[src/ddms_pkg.sv]
package ddms_pkg;

	// Motor bridge codes
	typedef enum logic [1:0] {
		DIR_STOP = 2'd0,
		DIR_FWD  = 2'd1,
		DIR_REV  = 2'd2
	} dir_t;

	// Configuration register indexes
	typedef enum logic [1:0] {
		REG_SLEW_STEP       = 2'd0,
		REG_MIN_DUTY        = 2'd1,
		REG_SERVO_ON_ANGLE  = 2'd2,
		REG_SERVO_OFF_ANGLE = 2'd3
	} reg_idx_t;

	localparam logic [7:0] SLEW_STEP_RST       = 8'd10;
	localparam logic [7:0] MIN_DUTY_RST        = 8'd50;
	localparam logic [7:0] SERVO_ON_ANGLE_RST  = 8'd90;
	localparam logic [7:0] SERVO_OFF_ANGLE_RST = 8'd0;

	localparam logic [7:0] DUTY_FULL = 8'd255;

	typedef logic signed [8:0] speed_t;

	// Mix one joystick sample into a clamped motor target.
	// Turn is half the left/right difference, rounded toward zero.
	function automatic speed_t mix_target(
		input logic [7:0] fwd,
		input logic [7:0] rev,
		input logic [7:0] lft,
		input logic [7:0] rgt,
		input logic       is_left
	);
		logic signed [9:0]  base;
		logic signed [9:0]  diff;
		logic signed [9:0]  adj;
		logic signed [9:0]  turn;
		logic signed [10:0] tgt;
		speed_t             res;
		base = $signed({2'b00, fwd}) - $signed({2'b00, rev});
		diff = $signed({2'b00, rgt}) - $signed({2'b00, lft});
		adj  = diff + $signed({9'b0, diff[9]});
		turn = adj >>> 1;
		if (is_left) begin
			tgt = $signed({base[9], base}) + $signed({turn[9], turn});
		end else begin
			tgt = $signed({base[9], base}) - $signed({turn[9], turn});
		end
		if (tgt > 11'sd255) begin
			res = 9'sd255;
		end else if (tgt < -11'sd255) begin
			res = -9'sd255;
		end else begin
			res = tgt[8:0];
		end
		return res;
	endfunction

	// Move a stored speed toward its target by at most one step.
	function automatic speed_t slew_toward(
		input speed_t     cur,
		input speed_t     tgt,
		input logic [7:0] step
	);
		logic signed [9:0] diff;
		logic signed [9:0] stp;
		logic signed [9:0] nxt;
		speed_t            res;
		diff = $signed({tgt[8], tgt}) - $signed({cur[8], cur});
		stp  = $signed({2'b00, step});
		if (diff > stp) begin
			nxt = $signed({cur[8], cur}) + stp;
			res = nxt[8:0];
		end else if (diff < -stp) begin
			nxt = $signed({cur[8], cur}) - stp;
			res = nxt[8:0];
		end else begin
			res = tgt;
		end
		return res;
	endfunction

	// Scale a speed magnitude into a duty: m*(255-min)/255 + min.
	// The divide by 255 is exact for products below 2^16.
	function automatic logic [7:0] speed_duty(
		input speed_t     spd,
		input logic [7:0] min_duty
	);
		speed_t      neg;
		logic [7:0]  mag;
		logic [15:0] prod;
		logic [16:0] scl;
		logic [7:0]  res;
		neg  = -spd;
		mag  = spd[8] ? neg[7:0] : spd[7:0];
		prod = mag * (DUTY_FULL - min_duty);
		scl  = {1'b0, prod} + 17'd1 + {9'b0, prod[15:8]};
		if (mag == 8'd0) begin
			res = 8'd0;
		end else begin
			res = scl[15:8] + min_duty;
		end
		return res;
	endfunction

	function automatic dir_t speed_dir(input speed_t spd);
		dir_t res;
		if (spd == 9'sd0) begin
			res = DIR_STOP;
		end else if (spd[8]) begin
			res = DIR_REV;
		end else begin
			res = DIR_FWD;
		end
		return res;
	endfunction

endpackage

[src/differential_drive_mixer_slew_core.sv]
// Arcade-style differential drive mixer with slew-rate limit. Each joystick sample
// (forward, reverse, left, right levels and a trigger bit) is mixed into left and
// right motor targets, the stored motor speeds step toward those targets by at most
// slew_step, and each speed is turned into a direction code and a scaled PWM duty;
// the servo angle follows the trigger. The block takes one sample per clock while
// out_stall is low and gives one result per sample, through an input register, the
// speed registers (updated as a sample leaves the input register), and the result
// register, which computes duty with one 8x8 multiply per motor. The user writes
// registers through the cfg port (index 0 slew_step, 1 min_duty, 2 servo_on_angle, 3
// servo_off_angle) only while the block is idle; the block does not enforce it. cfg_ready is always high.
module differential_drive_mixer_slew_core (
	input  logic       clk,
	input  logic       arst_n,
	// sample channel
	input  logic       in_valid,
	output logic       in_stall,
	input  logic [7:0] forward_level,
	input  logic [7:0] reverse_level,
	input  logic [7:0] left_level,
	input  logic [7:0] right_level,
	input  logic       trigger,
	// result channel
	output logic       out_valid,
	input  logic       out_stall,
	output logic [7:0] left_duty,
	output logic [1:0] left_direction,
	output logic [7:0] right_duty,
	output logic [1:0] right_direction,
	output logic [7:0] servo_angle,
	// configuration channel
	input  logic       cfg_valid,
	output logic       cfg_ready,
	input  logic [1:0] cfg_index,
	input  logic [7:0] cfg_data
);
	import ddms_pkg::*;

	logic [7:0] slew_step_q;
	logic [7:0] min_duty_q;
	logic [7:0] servo_on_q;
	logic [7:0] servo_off_q;

	logic       valid_s1;
	logic [7:0] fwd_s1;
	logic [7:0] rev_s1;
	logic [7:0] lft_s1;
	logic [7:0] rgt_s1;
	logic       trig_s1;

	logic       valid_s2;
	speed_t     left_speed_q;
	speed_t     right_speed_q;
	logic [7:0] servo_s2;

	logic       out_valid_q;
	logic [7:0] left_duty_q;
	dir_t       left_dir_q;
	logic [7:0] right_duty_q;
	dir_t       right_dir_q;
	logic [7:0] servo_q;

	logic       adv_out;
	logic       adv_s2;
	logic       adv_s1;
	speed_t     left_tgt;
	speed_t     right_tgt;

	// Pipeline advance: each stage moves when the next one is empty or leaving
	assign adv_out  = valid_s2 && (!out_valid_q || !out_stall);
	assign adv_s2   = valid_s1 && (!valid_s2 || adv_out);
	assign adv_s1   = !valid_s1 || adv_s2;
	assign in_stall = !adv_s1;

	assign cfg_ready = 1'b1;

	// Configuration registers
	always_ff @(posedge clk or negedge arst_n) begin
		if (!arst_n) begin
			slew_step_q <= SLEW_STEP_RST;
			min_duty_q  <= MIN_DUTY_RST;
			servo_on_q  <= SERVO_ON_ANGLE_RST;
			servo_off_q <= SERVO_OFF_ANGLE_RST;
		end else if (cfg_valid && cfg_ready) begin
			unique case (reg_idx_t'(cfg_index))
				REG_SLEW_STEP:       slew_step_q <= cfg_data;
				REG_MIN_DUTY:        min_duty_q  <= cfg_data;
				REG_SERVO_ON_ANGLE:  servo_on_q  <= cfg_data;
				REG_SERVO_OFF_ANGLE: servo_off_q <= cfg_data;
				default: ;
			endcase
		end
	end

	// Input register: hold the accepted sample
	always_ff @(posedge clk or negedge arst_n) begin
		if (!arst_n) begin
			valid_s1 <= 1'b0;
		end else if (adv_s1) begin
			valid_s1 <= in_valid;
		end
	end

	always_ff @(posedge clk) begin
		if (adv_s1 && in_valid) begin
			fwd_s1  <= forward_level;
			rev_s1  <= reverse_level;
			lft_s1  <= left_level;
			rgt_s1  <= right_level;
			trig_s1 <= trigger;
		end
	end

	// Mix the held sample into clamped targets
	assign left_tgt  = mix_target(fwd_s1, rev_s1, lft_s1, rgt_s1, 1'b1);
	assign right_tgt = mix_target(fwd_s1, rev_s1, lft_s1, rgt_s1, 1'b0);

	// Speed state: advance toward targets once per transaction
	always_ff @(posedge clk or negedge arst_n) begin
		if (!arst_n) begin
			valid_s2      <= 1'b0;
			left_speed_q  <= '0;
			right_speed_q <= '0;
		end else begin
			if (adv_s2) begin
				valid_s2      <= 1'b1;
				left_speed_q  <= slew_toward(left_speed_q, left_tgt, slew_step_q);
				right_speed_q <= slew_toward(right_speed_q, right_tgt, slew_step_q);
			end else if (adv_out) begin
				valid_s2 <= 1'b0;
			end
		end
	end

	always_ff @(posedge clk) begin
		if (adv_s2) begin
			servo_s2 <= trig_s1 ? servo_on_q : servo_off_q;
		end
	end

	// Result register: drop the transaction when taken, load the next one
	always_ff @(posedge clk or negedge arst_n) begin
		if (!arst_n) begin
			out_valid_q <= 1'b0;
		end else if (adv_out) begin
			out_valid_q <= 1'b1;
		end else if (!out_stall) begin
			out_valid_q <= 1'b0;
		end
	end

	always_ff @(posedge clk) begin
		if (adv_out) begin
			left_duty_q  <= speed_duty(left_speed_q, min_duty_q);
			left_dir_q   <= speed_dir(left_speed_q);
			right_duty_q <= speed_duty(right_speed_q, min_duty_q);
			right_dir_q  <= speed_dir(right_speed_q);
			servo_q      <= servo_s2;
		end
	end

	assign out_valid       = out_valid_q;
	assign left_duty       = left_duty_q;
	assign left_direction  = left_dir_q;
	assign right_duty      = right_duty_q;
	assign right_direction = right_dir_q;
	assign servo_angle     = servo_q;

endmodule
[config.mk]
export PLATFORM = sky130hd
export DESIGN_NAME = differential_drive_mixer_slew_core
export DESIGN_NICKNAME = d
export VERILOG_FILES = /design/src/ddms_pkg.sv /design/src/differential_drive_mixer_slew_core.sv
export SDC_FILE = /design/constraint.sdc
export NUM_CORES = 1
export LEC_CHECK = 0
export BUFFER_PORTS_ARGS = -buffer_cell sky130_fd_sc_hd__buf_2
export CORE_MARGIN = 5
export CORE_UTILIZATION = 60
export CTS_BUF_LIST = sky130_fd_sc_hd__clkbuf_16
export CTS_CLUSTER_SIZE = 16
export DETAILED_ROUTE_END_ITERATION = 6
export PLACE_DENSITY = 0.86
export SLEW_MARGIN = 20
export SYNTH_ARGS = -nofsm -noshare
export SYNTH_HDL_FRONTEND = slang
export SYNTH_SLANG_ARGS = --single-unit
[constraint.sdc]
create_clock -name clk -period 18 [get_ports clk]
set_clock_uncertainty 0.15 [all_clocks]
set_input_delay 1.8 -clock clk [delete_from_list [all_inputs] [get_ports clk]]
set_output_delay 1.8 -clock clk [all_outputs]
set_load 0.1 [all_outputs]
==> results of run 1 <==
cells in the final DEF, fill, tap and decap left out, drive strengths merged, types with 8 or more instances in the layout:
cell and n:
nand4 8, edfxtp 69, xor2 33, o211ai 16
nor3 31, nor2 152, dfstp 9, or2 63
nand2b 23, fa 85, or3 10, o21bai 19
a211oi 14, nor2b 29, nand3 13, buf 83
o22ai 12, inv 202, dfrtp 44, mux2 32
o21ai 82, a21o 21, clkbuf 17, o21a 21
nand2 54, a21oi 90, ha 227, xnor2 89
cells in the mapped netlist (all sizes together) (33+ instances only):
cell type	instances	area share (%)
ha	227	19
edfxtp	69	14
or2	63	2.7
xor2	33	2.0
nor2	152	3.9
o21ai	82	2.8
nand2	54	1.4
inv	196	5.0
dfrtp	44	7.5
a21oi	90	3.1
xnor2	89	5.4
fa	85	12
worst min-delay path by stage:
stage | slack (ns) | endpoint | cells after the start | from
after floorplan | 0.25 | servo_angle[0]$_DFFE_PP_ | 0 | servo_s2[0]$_DFFE_PP_
after global placement | 0.25 | servo_angle[7]$_DFFE_PP_ | 0 | servo_s2[7]$_DFFE_PP_
after detailed placement | 0.26 | servo_angle[5]$_DFFE_PP_ | 0 | servo_s2[5]$_DFFE_PP_
after CTS | 0.26 | servo_angle[5]$_DFFE_PP_ | 0 | servo_s2[5]$_DFFE_PP_
after global routing | 0.27 | servo_angle[0]$_DFFE_PP_ | 0 | servo_s2[0]$_DFFE_PP_
final | 0.26 | servo_angle[5]$_DFFE_PP_ | 0 | servo_s2[5]$_DFFE_PP_
state kept, by name (all words and copies together) (netlist names), 2 cells and up:
signal	cells
servo_off_q	8
servo_on_q	8
rev_s1	8
left_duty	8
right_speed_q	9
min_duty_q	8
lft_s1	8
right_duty	8
left_speed_q	9
servo_s2	8
right_direction	2
slew_step_q	8
servo_angle	8
rgt_s1	8
fwd_s1	8
left_direction	2
per-layer routing:
| layer | track usage, % | vias to the layer above | part of all wire (%) |
|---|---|---|---|
| met5 | 0 | - | 0 |
| li1 | - | 5595 | - |
| met3 | 3.28 | 133 | 6.4 |
| met1 | 30.5 | 5648 | 39 |
| met2 | 45.3 | 499 | 49 |
| met4 | 13.2 | 0 | 5.0 |
per-stage QoR:
stage	utilization, %	hold WS [ns]	worst slack (ns)	instance area, um^2	std cells
2_1_floorplan	-	0.250	9.62	14700	1577
3_3_place_gp	63.5	0.251	9.07	15400	1954
3_5_place_dp	63.5	0.257	8.63	15400	1954
4_1_cts	66.1	0.263	8.59	16000	1986
5_1_grt	66.2	0.272	7.88	16000	1987
6_report	66.2	0.264	8.45	16000	1987
final cells by class:
type,instances,area (um^2)
clock buffer,17,425
timing repair buffer,83,450
tap,324,405
multi-input combinational,1228,10400
sequential,122,3410
inverter,198,743
clock inverter,15,191
fill,1821,8170
critical path: cells and delay by family, from the launching register on:
kind	cells	cell delay (ns)
xor gates and xnor gates	4	1.19
and+or+nand+nor	8	1.24
DFF	1	0.47
AOI/OAI and AO/OA	13	2.55
buffers and inverters	3	0.49
adders and majority gates	8	3.29
kinds of logic (layout without fill, tap and decap cells):
logic type,after synthesis,in the layout
simple gates,417,417
compound gates,334,334
fa+ha+maj,318,318
buf+inv,227,313
xor+xnor,122,122
flops,122,122
mux,36,36
other cells,1,1
==> run summary, run 1 <==
first-pass GRT wire length: 59.2 mm
first-pass detailed-route iteration total: 6
Yosys Warn Count: 0
Layout area overhead: 9.16%
Critical Path End: right_duty[7]$_SDFFCE_PN0P_
Die Wd: 166 um
final slew viol count: 0
setup tns final: 0 ns
synthesized flop and latch total: 122
MaxCap Viol Count: 0
FMAX: 0.105 GHz
gr usage total: 25.6%
Slew Limit Headroom: 39.8%
layout cell share with drive strength beyond 1: 14.4%
Post-synth EDFFs: 69
Initial Util: 60.7%
launch point of the critical path: right_speed_q[0]$_DFFE_PN0P_
syn_nets: 1,937
die area: 0.0277 mm^2
Setup Fix Bufs, Post-CTS: 0
number of port buffers: 77
simple logic cell fraction of the synthesized area: 14.3%
reg2reg path depth: 36
grt total ovfl: 0
post-synthesis cell type count: 81
RD Place Congestion: 0.961
Post-Route WL: 35.3 mm
RSZ-0062 raised after global routing: false
largest net degree at the start of global routing: 54
Mapped Cells: 1,577
Mean Syn Cell Area: 9.30 um^2
post-DP HPWL: 26.6 mm
drt via density: 5.98
R2R Setup Slk: 8.45 ns
Seq/Total Area, Yosys: 23.2%
CTS H-Tree Depth: 4
Starting DRT DRC Count: 839
Layout Nets: 2,010
Setup CP Type: reg2reg
adder-cell area share of the yosys netlist: 31.4%
Least-Margin Pin Slew: 0.897 ns
n_diodes: 0
Max stage delay on crit path: 0.61 ns
antenna violations before repair: 0
post-synthesis cell area: 0.0147 mm^2
Fin. Hold Viols: 0
Setup crit end kind: flip-flop
slowest CP cell: xnor2_1
CP required: 18.13 ns
status: finished clean
vias: 11,900
number of global-route vias before repair: 12,600
clock-pin slew on the worst setup and hold paths: 0.08 ns
# rows: 57
clock sink total: 122
post-synthesis compound-gate area fraction: 14.8%
ys async rst share: 43.4%
minimum clock period: 9.55 ns
Ports: 79
wire length per cell: 17.7 um
Root Buffer: clkbuf_16
cts hold-fix bufs: 0
CP startpoint kind: flip-flop
core area: 0.0242 mm^2
DRC viols: 0
final period utilization: 53.1%
combinational family with the most area after synthesis: adder cells
Die Span Y: 166 um
Num CTS Buffers: 17
setup violators final: 0
ANT nets after route: 0
Crit path arrival time: 9.68 ns
CTS tree: yes
crit-path max FO: 11
Hold Crit Class: reg2reg
worst r2r src: right_speed_q[0]$_DFFE_PN0P_
Clock Tree Buf Depth: 2
XOR/XNOR Fraction of Synth Area: 7.44%
clk_lat worst skew: 0.42 ns
Critical R2R Capture: right_duty[7]$_SDFFCE_PN0P_
mux cell area share after synthesis: 2.73%
Resized cells post-CTS: 0
dominant synthesized flop cell: edfxtp_1
Power of run 1 is left out: the tool's default activity adds up to more than one toggle a clock period on the data nets, which glitch-free logic cannot reach.
==> run 2: changes to the inputs <==
==> constraint.sdc (replaced) <==
create_clock -name clk -period 9.9 [get_ports clk]
set_clock_uncertainty 0.15 [all_clocks]
set_input_delay 0.99 -clock clk [delete_from_list [all_inputs] [get_ports clk]]
set_output_delay 0.99 -clock clk [all_outputs]
set_load 0.1 [all_outputs]
==> run 2 against run 1 <==
Final cell count unchanged. Critical endpoint is now left_duty[7]$_SDFFCE_PN0P_. Non-clock buffer count unchanged. Via count about the same. Wire length down 1.5%. Register-to-register slack worse by 7.9 ns. Fmax up 2.0%. Critical path depth down 2. Cell area up 0.18%. First-iteration DRC count up 1.1%. Die area unchanged.
==> run summary, run 2 (same netlist as run 1, synthesis figures left out) <==
Setup crit end kind: flip-flop
fillers: 1,791 (-1.6%)
setup tns final: 0 ns (unchanged)
minimum clock period: 9.36 ns (-0.192 ns)
R2R Setup Slk: 0.54 ns (-7.91 ns)
Clock Tree Buf Depth: 2 (unchanged)
gr usage total: 25.0% (-0.61 points)
CP startpoint kind: flip-flop
Initial Util: 60.7% (unchanged)
core area: 0.0242 mm^2 (unchanged)
Crit path arrival time: 9.38 ns (-0.30 ns)
drt via density: 5.98 (about the same)
Critical R2R Capture: left_duty[7]$_SDFFCE_PN0P_
FMAX: 0.107 GHz (+2.0%)
slowest CP cell: fa_1
CP required: 9.93 ns (-8.20 ns)
die area: 0.0277 mm^2 (unchanged)
antenna violations before repair: 0 (unchanged)
first-pass detailed-route iteration total: 5 (-1)
Layout Nets: 2,010 (unchanged)
most common cell after layout, fill and taps aside: ha_1
reg2reg path depth: 34 (-5.6%)
setup violators final: 0 (unchanged)
status: finished clean
top flop regs: left_speed_q (9), right_speed_q (9)
vias: 11,900 (+0.017%)
Layout area overhead: 9.36%
most frequent cells in the layout: ha_1, inv_1, nor2_1
Starting DRT DRC Count: 848 (+1.1%)
crit-path max FO: 9 (-2)
final period utilization: 94.5% (+41 points)
Post-Route WL: 34.7 mm (-1.5%)
clock-pin slew on the worst setup and hold paths: 0.07 ns (about the same)
Ports: 79 (unchanged)
RD Place Congestion: 0.961 (about the same)
DRC viols: 0 (unchanged)
MaxCap Viol Count: 0 (unchanged)
number of port buffers: 77 (unchanged)
Die Span Y: 166 um (unchanged)
RSZ-0062 raised after global routing: false
Least-Margin Pin Slew: 1.09 ns (+0.190 ns)
Num CTS Buffers: 17 (unchanged)
Die Wd: 166 um (unchanged)
number of global-route vias before repair: 12,400 (-1.6%)
Root Buffer: clkbuf_16
clk_lat worst skew: 0.44 ns (+0.02 ns)
Max stage delay on crit path: 0.55 ns (-0.06 ns)
worst r2r src: left_speed_q[1]$_DFFE_PN0P_
Fin. Hold Viols: 0 (unchanged)
Setup CP Type: reg2reg
n_diodes: 0 (unchanged)
# rows: 57 (unchanged)
CTS tree: yes
wire length per cell: 17.5 um (-1.5%)
cts hold-fix bufs: 0 (unchanged)
largest net degree at the start of global routing: 54 (unchanged)
grt total ovfl: 0 (unchanged)
clock sink total: 122 (unchanged)
Critical Path End: left_duty[7]$_SDFFCE_PN0P_
layout cell share with drive strength beyond 1: 14.6% (+0.24 points)
Critical Path Most Common Cell: a21oi_1
Hold Crit Class: reg2reg
ANT nets after route: 0 (unchanged)
launch point of the critical path: left_speed_q[1]$_DFFE_PN0P_
CTS H-Tree Depth: 4 (unchanged)
final slew viol count: 0 (unchanged)
first-pass GRT wire length: 57.9 mm (-2.2%)
Slew Limit Headroom: 26.9% (-13 points)
post-DP HPWL: 26.5 mm (-0.32%)
[run 2: changes by cell type in the layout (fill, tap and decap cells not counted)]
cell,delta
xnor2_1,-3
xnor2_2,+3
a2bb2oi_1,-1
a2bb2oi_2,+1
[run 2: metrics by stage]
stage	cells	instance area, um^2	hold WS [ns]	setup slack (ns)	utilization (%)
2_1_floorplan	1577	14700	0.250	1.52	-
3_3_place_gp	1954	15400	0.251	0.968	63.5
3_5_place_dp	1954	15400	0.258	0.640	63.5
4_1_cts	1986	16000	0.275	0.569	66.1
5_1_grt	1987	16000	0.293	0.0334	66.3
6_report	1987	16000	0.275	0.542	66.3
[run 2: area by class of cell]
cell class	count	area [um^2]	area share [%]
clock buffers	17	425	2.65
clock inverters	15	191	1.19
inverters	198	743	4.63
multi-input cells	1228	10400	64.9
flip-flops and latches	122	3410	21.3
well taps	324	405	2.53
repair buffers	83	450	2.81
[run 2: worst max-delay path, delay by kind of cell, from the launching register on]
| kind | cells | cell delay, ns |
|---|---|---|
| adders and majority gates | 8 | 3.22 |
| AOI/OAI and AO/OA | 13 | 2.81 |
| xor gates and xnor gates | 6 | 1.21 |
| and+or+nand+nor | 5 | 0.94 |
| DFF | 1 | 0.44 |
| buffers and inverters | 2 | 0.31 |
[run 2: per-layer routing]
layer  global-route usage, %  vias up  share of wire (%)
met5                       0        -                  0
met1                    30.2     5719                 40
met3                    3.05      108                6.0
li1                        -     5600                  -
met4                    10.9        0                3.8
met2                    44.9      450                 50
[run 2: timing repair]
| item | CTS | global route |
|---|---|---|
| endpoints found under the setup margin | 0 | 10 |
| resized for setup | 0 | 5 |
| setup buffers | 0 | 0 |
[run 2: worst min path at each step]
stage	from	end	cells past startpoint
after floorplan	servo_s2[0]$_DFFE_PP_	servo_angle[0]$_DFFE_PP_	0
after global placement	servo_s2[7]$_DFFE_PP_	servo_angle[7]$_DFFE_PP_	0
after detailed placement	servo_s2[7]$_DFFE_PP_	servo_angle[7]$_DFFE_PP_	0
after CTS	servo_s2[2]$_DFFE_PP_	servo_angle[2]$_DFFE_PP_	0
after global routing	servo_s2[6]$_DFFE_PP_	servo_angle[6]$_DFFE_PP_	0
final	servo_s2[2]$_DFFE_PP_	servo_angle[2]$_DFFE_PP_	0
Power of run 2 is left out for the same reason.
